**src/lpc_pkg.sv**
```systemverilog
// ----------------------------------------------------------------------------
// lpc_pkg
// Shared types, constants and the arctangent table for the lidar polar to
// cartesian core.
// ----------------------------------------------------------------------------
package lpc_pkg;

  localparam int RANGE_W     = 22;
  localparam int ANGLE_W     = 32;
  localparam int SCALE_W     = 24;
  localparam int POINT_W     = 32;
  localparam int DIST_W      = 30;
  localparam int ROT_W       = 34;
  localparam int ATAN_IDX_W  = 5;
  localparam int ATAN_ENTRIES = 30;
  localparam int CFG_IDX_W   = 3;
  localparam int CFG_DATA_W  = 32;

  // 0.1 m in 1/65536 m
  localparam logic [RANGE_W:0]   MARGIN_UNITS = 23'd6554;
  // inverse CORDIC gain, Q0.32
  localparam logic [31:0]        GAIN_INV_Q32 = 32'd2608131496;

  localparam logic [CFG_IDX_W-1:0] REG_RANGE_FLOOR   = 3'd0;
  localparam logic [CFG_IDX_W-1:0] REG_RANGE_CEILING = 3'd1;
  localparam logic [CFG_IDX_W-1:0] REG_START_ANGLE   = 3'd2;
  localparam logic [CFG_IDX_W-1:0] REG_ANGLE_STEP    = 3'd3;
  localparam logic [CFG_IDX_W-1:0] REG_CELLS_PER_M   = 3'd4;

  typedef struct packed {
    logic [RANGE_W-1:0] range_floor;
    logic [RANGE_W-1:0] range_ceiling;
    logic [ANGLE_W-1:0] start_angle;
    logic [ANGLE_W-1:0] angle_step;
    logic [SCALE_W-1:0] cells_per_metre;
  } cfg_t;

  typedef struct packed {
    logic                  load;
    logic                  scale;
    logic                  gain;
    logic                  rot;
    logic [ATAN_IDX_W-1:0] step_idx;
    logic                  load_out;
  } cmd_t;

  typedef struct packed {
    logic keep;
  } sts_t;

  function automatic logic [31:0] atan_entry(input logic [ATAN_IDX_W-1:0] idx);
    logic [31:0] v;
    unique case (idx)
      5'd0:  v = 32'h20000000;
      5'd1:  v = 32'h12E4051E;
      5'd2:  v = 32'h09FB385B;
      5'd3:  v = 32'h051111D4;
      5'd4:  v = 32'h028B0D43;
      5'd5:  v = 32'h0145D7E1;
      5'd6:  v = 32'h00A2F61E;
      5'd7:  v = 32'h00517C55;
      5'd8:  v = 32'h0028BE53;
      5'd9:  v = 32'h00145F2F;
      5'd10: v = 32'h000A2F98;
      5'd11: v = 32'h000517CC;
      5'd12: v = 32'h00028BE6;
      5'd13: v = 32'h000145F3;
      5'd14: v = 32'h0000A2FA;
      5'd15: v = 32'h0000517D;
      5'd16: v = 32'h000028BE;
      5'd17: v = 32'h0000145F;
      5'd18: v = 32'h00000A30;
      5'd19: v = 32'h00000518;
      5'd20: v = 32'h0000028C;
      5'd21: v = 32'h00000146;
      5'd22: v = 32'h000000A3;
      5'd23: v = 32'h00000051;
      5'd24: v = 32'h00000029;
      5'd25: v = 32'h00000014;
      5'd26: v = 32'h0000000A;
      5'd27: v = 32'h00000005;
      5'd28: v = 32'h00000003;
      5'd29: v = 32'h00000001;
      default: v = 32'h00000000;
    endcase
    return v;
  endfunction

endpackage

```
**src/lpc_cfg_regs.sv**
```systemverilog
// ----------------------------------------------------------------------------
// lpc_cfg_regs
// Configuration register bank written through the cfg channel.
// ----------------------------------------------------------------------------
module lpc_cfg_regs
  import lpc_pkg::*;
(
  input  logic                  clk,
  input  logic                  rst_n,
  input  logic                  cfg_valid,
  output logic                  cfg_ready,
  input  logic [CFG_IDX_W-1:0]  cfg_index,
  input  logic [CFG_DATA_W-1:0] cfg_data,
  output cfg_t                  cfg
);

  cfg_t cfg_r;
  cfg_t cfg_nxt;

  assign cfg_ready = 1'b1;
  assign cfg       = cfg_r;

  always_comb begin
    cfg_nxt = cfg_r;
    if (cfg_valid) begin
      unique case (cfg_index)
        REG_RANGE_FLOOR:   cfg_nxt.range_floor     = cfg_data[RANGE_W-1:0];
        REG_RANGE_CEILING: cfg_nxt.range_ceiling   = cfg_data[RANGE_W-1:0];
        REG_START_ANGLE:   cfg_nxt.start_angle     = cfg_data[ANGLE_W-1:0];
        REG_ANGLE_STEP:    cfg_nxt.angle_step      = cfg_data[ANGLE_W-1:0];
        REG_CELLS_PER_M:   cfg_nxt.cells_per_metre = cfg_data[SCALE_W-1:0];
        default:           cfg_nxt = cfg_r;
      endcase
    end
  end

  always_ff @(posedge clk) begin
    if (!rst_n) begin
      cfg_r.range_floor     <= 22'd0;
      cfg_r.range_ceiling   <= 22'd1966080;
      cfg_r.start_angle     <= 32'h80000000;
      cfg_r.angle_step      <= 32'd2982616;
      cfg_r.cells_per_metre <= 24'd2621440;
    end else begin
      cfg_r <= cfg_nxt;
    end
  end

endmodule

```
**src/lpc_ctrl.sv**
```systemverilog
// ----------------------------------------------------------------------------
// lpc_ctrl
// Sequencer: accept, scale, gain, rotation steps, output handoff.
// ----------------------------------------------------------------------------
module lpc_ctrl
  import lpc_pkg::*;
#(
  parameter int STEPS = 18
) (
  input  logic clk,
  input  logic rst_n,
  input  logic in_valid,
  output logic in_stall,
  output logic out_valid,
  input  logic out_stall,
  input  sts_t sts,
  output cmd_t cmd
);

  localparam int CNT_W = $clog2(STEPS);

  localparam logic [2:0] ST_IDLE  = 3'd0;
  localparam logic [2:0] ST_SCALE = 3'd1;
  localparam logic [2:0] ST_GAIN  = 3'd2;
  localparam logic [2:0] ST_ROT   = 3'd3;
  localparam logic [2:0] ST_DONE  = 3'd4;

  logic [2:0]       state_r, state_nxt;
  logic [CNT_W-1:0] cnt_r, cnt_nxt;
  logic             out_valid_r, out_valid_nxt;
  logic             accept;
  logic             slot_free;

  assign in_stall  = (state_r != ST_IDLE);
  assign out_valid = out_valid_r;
  assign accept    = in_valid && !in_stall;
  assign slot_free = !out_valid_r || !out_stall;

  always_comb begin
    state_nxt    = state_r;
    cnt_nxt      = cnt_r;
    cmd          = '0;
    cmd.step_idx = ATAN_IDX_W'(cnt_r);
    unique case (state_r)
      ST_IDLE: begin
        cmd.load = accept;
        if (accept && sts.keep) state_nxt = ST_SCALE;
      end
      ST_SCALE: begin
        cmd.scale = 1'b1;
        state_nxt = ST_GAIN;
      end
      ST_GAIN: begin
        cmd.gain  = 1'b1;
        cnt_nxt   = '0;
        state_nxt = ST_ROT;
      end
      ST_ROT: begin
        cmd.rot = 1'b1;
        cnt_nxt = cnt_r + 1'b1;
        if (cnt_r == CNT_W'(STEPS - 1)) state_nxt = ST_DONE;
      end
      ST_DONE: begin
        if (slot_free) begin
          cmd.load_out = 1'b1;
          state_nxt    = ST_IDLE;
        end
      end
      default: state_nxt = ST_IDLE;
    endcase
  end

  always_comb begin
    out_valid_nxt = out_valid_r;
    if (cmd.load_out) out_valid_nxt = 1'b1;
    else if (out_valid_r && !out_stall) out_valid_nxt = 1'b0;
  end

  always_ff @(posedge clk) begin
    if (!rst_n) begin
      state_r     <= ST_IDLE;
      cnt_r       <= '0;
      out_valid_r <= 1'b0;
    end else begin
      state_r     <= state_nxt;
      cnt_r       <= cnt_nxt;
      out_valid_r <= out_valid_nxt;
    end
  end

endmodule

```
**src/lpc_datapath.sv**
```systemverilog
// ----------------------------------------------------------------------------
// lpc_datapath
// Beam angle tracking, range gate, scaling, gain and iterative CORDIC rotation.
// ----------------------------------------------------------------------------
module lpc_datapath
  import lpc_pkg::*;
(
  input  logic                      clk,
  input  logic                      rst_n,
  input  cfg_t                      cfg,
  input  cmd_t                      cmd,
  output sts_t                      sts,
  input  logic [RANGE_W-1:0]        in_range_sample,
  input  logic                      in_scan_start,
  output logic signed [POINT_W-1:0] out_point_x,
  output logic signed [POINT_W-1:0] out_point_y
);

  logic [ANGLE_W-1:0]        beam_angle_r;
  logic [ANGLE_W-1:0]        angle_r;
  logic [RANGE_W-1:0]        range_r;
  logic [DIST_W-1:0]         dist_r;
  logic signed [ROT_W-1:0]   x_r, y_r, z_r;
  logic signed [POINT_W-1:0] px_r, py_r;

  logic [ANGLE_W-1:0]            angle_cur;
  logic [RANGE_W+SCALE_W-1:0]    scale_sum;
  logic [DIST_W+32-1:0]          gain_sum;
  logic [DIST_W-1:0]             dist_k;
  logic                          fold;
  logic [ANGLE_W-1:0]            angle_fold;
  logic signed [ROT_W-1:0]       x_init;
  logic signed [ROT_W-1:0]       xs, ys, atan_v;
  logic                          dir;

  assign angle_cur = in_scan_start ? cfg.start_angle : beam_angle_r;

  assign sts.keep = (in_range_sample > cfg.range_floor) &&
                    (({1'b0, in_range_sample} + MARGIN_UNITS) < {1'b0, cfg.range_ceiling});

  assign scale_sum = (range_r * cfg.cells_per_metre) + (RANGE_W+SCALE_W)'(32'h8000);
  assign gain_sum  = (dist_r * GAIN_INV_Q32) + (DIST_W+32)'(32'h80000000);
  assign dist_k    = gain_sum[DIST_W+31:32];

  assign fold       = angle_r[31] ^ angle_r[30];
  assign angle_fold = fold ? {~angle_r[31], angle_r[30:0]} : angle_r;
  assign x_init     = fold ? -signed'({4'b0, dist_k}) : signed'({4'b0, dist_k});

  assign xs     = x_r >>> cmd.step_idx;
  assign ys     = y_r >>> cmd.step_idx;
  assign atan_v = signed'({2'b0, atan_entry(cmd.step_idx)});
  assign dir    = !z_r[ROT_W-1];

  function automatic logic signed [POINT_W-1:0] sat(input logic signed [ROT_W-1:0] v);
    logic signed [POINT_W-1:0] r;
    if ((v[ROT_W-1:POINT_W-1] == '0) || (v[ROT_W-1:POINT_W-1] == '1)) r = v[POINT_W-1:0];
    else if (v[ROT_W-1]) r = {1'b1, {(POINT_W-1){1'b0}}};
    else r = {1'b0, {(POINT_W-1){1'b1}}};
    return r;
  endfunction

  always_ff @(posedge clk) begin
    if (!rst_n) begin
      beam_angle_r <= '0;
    end else if (cmd.load) begin
      beam_angle_r <= angle_cur + cfg.angle_step;
    end
  end

  always_ff @(posedge clk) begin
    if (cmd.load) begin
      angle_r <= angle_cur;
      range_r <= in_range_sample;
    end
    if (cmd.scale) dist_r <= scale_sum[RANGE_W+SCALE_W-1:16];
    if (cmd.gain) begin
      x_r <= x_init;
      y_r <= '0;
      z_r <= signed'({{2{angle_fold[31]}}, angle_fold});
    end else if (cmd.rot) begin
      x_r <= dir ? (x_r - ys) : (x_r + ys);
      y_r <= dir ? (y_r + xs) : (y_r - xs);
      z_r <= dir ? (z_r - atan_v) : (z_r + atan_v);
    end
    if (cmd.load_out) begin
      px_r <= sat(x_r);
      py_r <= sat(y_r);
    end
  end

  assign out_point_x = px_r;
  assign out_point_y = py_r;

endmodule

```
**src/lidar_polar_to_cartesian_core.sv**
```systemverilog
// ----------------------------------------------------------------------------
// lidar_polar_to_cartesian_core
// Converts lidar range samples to map-cell x,y points via CORDIC rotation.
//
//   channel | direction | handshake           | payload
//   in      | input     | in_valid/in_stall   | in_range_sample, in_scan_start
//   out     | output    | out_valid/out_stall | out_point_x, out_point_y
//   cfg     | input     | cfg_valid/cfg_ready | cfg_index, cfg_data
//
// A kept sample stalls the input from accept through scale, gain, the rotation
// steps (ROTATION_STEPS, capped at 30, one micro-rotation per cycle) and output
// load, so no new sample is taken while one is in work; the load waits while an
// earlier point is stalled. A rejected sample does not stall the input.
// Reset is synchronous; it clears the sequencer and beam angle and sets the
// config registers to their defaults.
// ----------------------------------------------------------------------------
module lidar_polar_to_cartesian_core
  import lpc_pkg::*;
#(
  parameter int ROTATION_STEPS = 18
) (
  input  logic                      clk,
  input  logic                      rst_n,
  input  logic                      in_valid,
  output logic                      in_stall,
  input  logic [RANGE_W-1:0]        in_range_sample,
  input  logic                      in_scan_start,
  output logic                      out_valid,
  input  logic                      out_stall,
  output logic signed [POINT_W-1:0] out_point_x,
  output logic signed [POINT_W-1:0] out_point_y,
  input  logic                      cfg_valid,
  output logic                      cfg_ready,
  input  logic [CFG_IDX_W-1:0]      cfg_index,
  input  logic [CFG_DATA_W-1:0]     cfg_data
);

  localparam int STEPS = (ROTATION_STEPS > ATAN_ENTRIES) ? ATAN_ENTRIES : ROTATION_STEPS;

  cfg_t cfg;
  cmd_t cmd;
  sts_t sts;

  lpc_cfg_regs u_cfg (
    .clk       (clk),
    .rst_n     (rst_n),
    .cfg_valid (cfg_valid),
    .cfg_ready (cfg_ready),
    .cfg_index (cfg_index),
    .cfg_data  (cfg_data),
    .cfg       (cfg)
  );

  lpc_ctrl #(
    .STEPS (STEPS)
  ) u_ctrl (
    .clk       (clk),
    .rst_n     (rst_n),
    .in_valid  (in_valid),
    .in_stall  (in_stall),
    .out_valid (out_valid),
    .out_stall (out_stall),
    .sts       (sts),
    .cmd       (cmd)
  );

  lpc_datapath u_dp (
    .clk             (clk),
    .rst_n           (rst_n),
    .cfg             (cfg),
    .cmd             (cmd),
    .sts             (sts),
    .in_range_sample (in_range_sample),
    .in_scan_start   (in_scan_start),
    .out_point_x     (out_point_x),
    .out_point_y     (out_point_y)
  );

  a_load_sets_valid: assert property (@(posedge clk) disable iff (!rst_n)
    cmd.load_out |=> out_valid)
    else $error("result load did not raise out_valid");

  a_no_overwrite: assert property (@(posedge clk) disable iff (!rst_n)
    cmd.load_out |-> (!out_valid || !out_stall))
    else $error("pending result overwritten");

  a_no_accept_busy: assert property (@(posedge clk) disable iff (!rst_n)
    (cmd.rot || cmd.scale || cmd.gain) |-> in_stall)
    else $error("input open while item in work");

  a_one_phase: assert property (@(posedge clk) disable iff (!rst_n)
    $onehot0({cmd.load, cmd.scale, cmd.gain, cmd.rot, cmd.load_out}))
    else $error("overlapping datapath commands");

endmodule
```
**config.mk**
```make
export PLATFORM = sky130hd
export DESIGN_NAME = lidar_polar_to_cartesian_core
export DESIGN_NICKNAME = d
export VERILOG_FILES = /design/src/lpc_pkg.sv /design/src/lpc_cfg_regs.sv /design/src/lpc_ctrl.sv /design/src/lpc_datapath.sv /design/src/lidar_polar_to_cartesian_core.sv
export SDC_FILE = /design/constraint.sdc
export NUM_CORES = 2
export LEC_CHECK = 0
export ABC_AREA = 1
export BUFFER_PORTS_ARGS = -buffer_cell sky130_fd_sc_hd__buf_4
export CAP_MARGIN = 10
export CORE_UTILIZATION = 58
export CTS_BUF_LIST = sky130_fd_sc_hd__clkbuf_2 sky130_fd_sc_hd__clkbuf_4 sky130_fd_sc_hd__clkbuf_8
export DETAILED_ROUTE_END_ITERATION = 10
export PLACE_DENSITY = 0.74
export SYNTH_ARGS = -nofsm -noshare
export SYNTH_HDL_FRONTEND = slang
export SYNTH_SLANG_ARGS = --single-unit
```
**constraint.sdc**
```tcl
create_clock -name clk -period 9.6 [get_ports clk]
set_input_delay 0.96 -clock clk [delete_from_list [all_inputs] [get_ports clk]]
set_output_delay 0.96 -clock clk [all_outputs]
set_load 0.005 [all_outputs]
```
==> run metrics <==
asr flop ratio synth=0%; WP data required=10,080 ps; Final setup violation count=0; cell depth of the worst setup path=37; Hold Path Stages=1; CTS Sinks=around 450; Buf/Inv on CP=6; number of synthesized register bits=between 400 and 500; top cells by area, synth=fa_1 (25%), ha_1 (13%), nand2_1 (11%); Reg2Reg Depth=37; Sequential Area=11,200 µm²; total gr overflow=0; DR WL/cell=19.7 µm; CTS tree=yes; worst hold margin=402 ps; NumNets Final=between 10,000 and 15,000; Clock Tree Root=clkbuf_8; max cap viols=0; Die W=348 µm; initial antenna violation count=3; leading area contributor after synthesis=fa_1; Crit path largest cell delay=between 600 and 700 ps; top_reg_cell synth=dfxtp_1; worst setup slack after layout=~650 ps; post-route setup TNS=0 ps; WL final=212 mm; Max-slew headroom=19.7%; total track usage=35.6%; Site Rows=126; post-synth cell types=74; Hold WC Path Type=input port to flip-flop; fmax=112 MHz; Via Count=approximately 60,000; hold_buf cts=0; share of layout cells above drive strength 1=6.31%; Net Count, Synth=10,769; CP top delay family=adder cells; CP most frequent cell=nand2_1; CP max stage cell=edfxtp_1; area of the multi-input gates=between 40,000 and 50,000 µm²; Worst setup SP type=flip-flop; H-tree level count=3; count leader, synth=nand2_1; list of most frequent post-synthesis cells=nand2_1 (2,107), inv_1 (1,968), fa_1 (867); pre-CTS WS=~840 ps; Setup crit end kind=flip-flop; R2R Setup Slk=approximately 650 ps; Hold Fails Final Rpt=0; cts bufs inserted=82; Synth Area per Inst=~7.6 µm²; crit share post-route=between 90 and 100%; Placer Congestion=1.06; die area=121,000 µm²; vias in the first global route=60,301; Core Region=roughly 120,000 µm²; post-synth top area share=25.1%; Setup Skew=88.9 ps; fill cell count=10,826; Boundary Pins=130; largest net degree at the start of global routing=129; YS warnings=0; Final ANT Viol Nets=0; actual slew at the worst max-slew pin=1200 ps; Post-CTS Setup Inserts=0; status=complete, no violations; clock transition at the registers of the reported paths=approximately 80 ps; Mapped Area=69,300 µm²; Mapped Cells=between 9,000 and 10,000; first drt pass iteration count=6; Layout Utilization=62.3%; largest fanout on the critical path=7; Worst Setup Path Type=flip-flop to flip-flop; register area share after synthesis=16.2%; Detail Placement HPWL=175 mm; starting density of the core=58.6%; vias per cell=5.56; Starting DRT DRC Count=5,362; Die Ht=348 µm; Critical Path AT=9430 ps; final slew viol count=0; first-pass GRT wire length=334 mm; post-cts resize count=0; drt drc=0; Port Buf Inserts=128; RSZ-0062 raised after global routing=false; EDFF count, synth=about 220; clk_lat worst skew=810 ps; clock period minus worst slack=8950 ps; clock buffer depth=3; area delta synth->final=6.31%
state kept, by name, indices dropped and copies added, names as in the netlist:
| signal | flops |
|---|---|
| u_cfg.cfg | 132 |
| u_dp.x_r | 34 |
| u_dp.y_r | 34 |
| u_dp.z_r | 34 |
| u_dp.angle_r | 32 |
| u_dp.beam_angle_r | 32 |
| u_dp.out_point_x | 32 |
| u_dp.out_point_y | 32 |
| u_dp.atan_v | 30 |
| u_dp.dist_r | 30 |
| u_dp.range_r | 22 |
| u_ctrl.cnt_r | 5 |
| u_ctrl.state_r | 3 |
| u_ctrl.out_valid | 1 |
metal layers:
layer	wire [µm]	vias up	track usage (%)	part of all wire, %
met3	18600	342	6.29	8.8
met4	5980	4	9.89	2.8
met1	94800	28656	51.0	45
li1	-	28419	-	-
met2	92700	2412	55.3	44
met5	27	-	0	0.013
kinds of logic after synthesis:
| family | Yosys count | synth area share (%) |
|---|---|---|
| other cells | 1 | 0.00541 |
| buf+inv | 2267 | 12.5 |
| flops | 453 | 16.2 |
| fa+ha+maj | 1576 | 37.9 |
| compound gates | 1303 | 10.3 |
| xor+xnor | 234 | 2.96 |
| simple gates | 3246 | 19.5 |
| mux | 50 | 0.732 |
cell type report:
class                           count  share of cell area, %
Timing Repair Buffer              216                   2.20
Inverter                         1998                   10.2
Clock buffer                      121                   2.06
Tap cell                         1536                   2.61
Multi-Input combinational cell   6410                   67.1
Clock inverter                     31                  0.534
Antenna cell                        1                0.00340
Sequential cell                   453                   15.3
stage by stage:
stage / std cells / area, µm²
floorplan: 9130 / 69300
global placement: 10613 / 71700
detailed placement: 10613 / 71700
CTS: 10765 / 73600
global route: 10766 / 73600
finish: 10766 / 73600
final timing paths:
kind	startpoint	end
setup / recovery	u_dp.dist_r[3]$_DFFE_PP_	u_dp.x_r[31]$_DFFE_PN_
hold / removal	in_range_sample[8]	u_dp.range_r[8]$_DFFE_PP_
hold reg to reg	u_dp.beam_angle_r[2]$_SDFFE_PN0P_	u_dp.beam_angle_r[2]$_SDFFE_PN0P_
setup reg to reg	u_dp.dist_r[3]$_DFFE_PP_	u_dp.x_r[31]$_DFFE_PN_
cell usage in the layout (no fill, tap or decap), drive strengths merged, types with 45 or more instances in the layout:
master and instances:
clkbuf 121, mux2i 45, nand2 2164, inv 1994, xnor2 94, a21oi 428
nor3 57, fa 867, o21ai 650, nor2 639, edfxtp 216, dfxtp 237
xor2 140, ha 709, buf 216, nand3 253, nand4 71
Power is not shown: default switching activity piles up to over one toggle a cycle in this logic, so the estimate is an artifact.
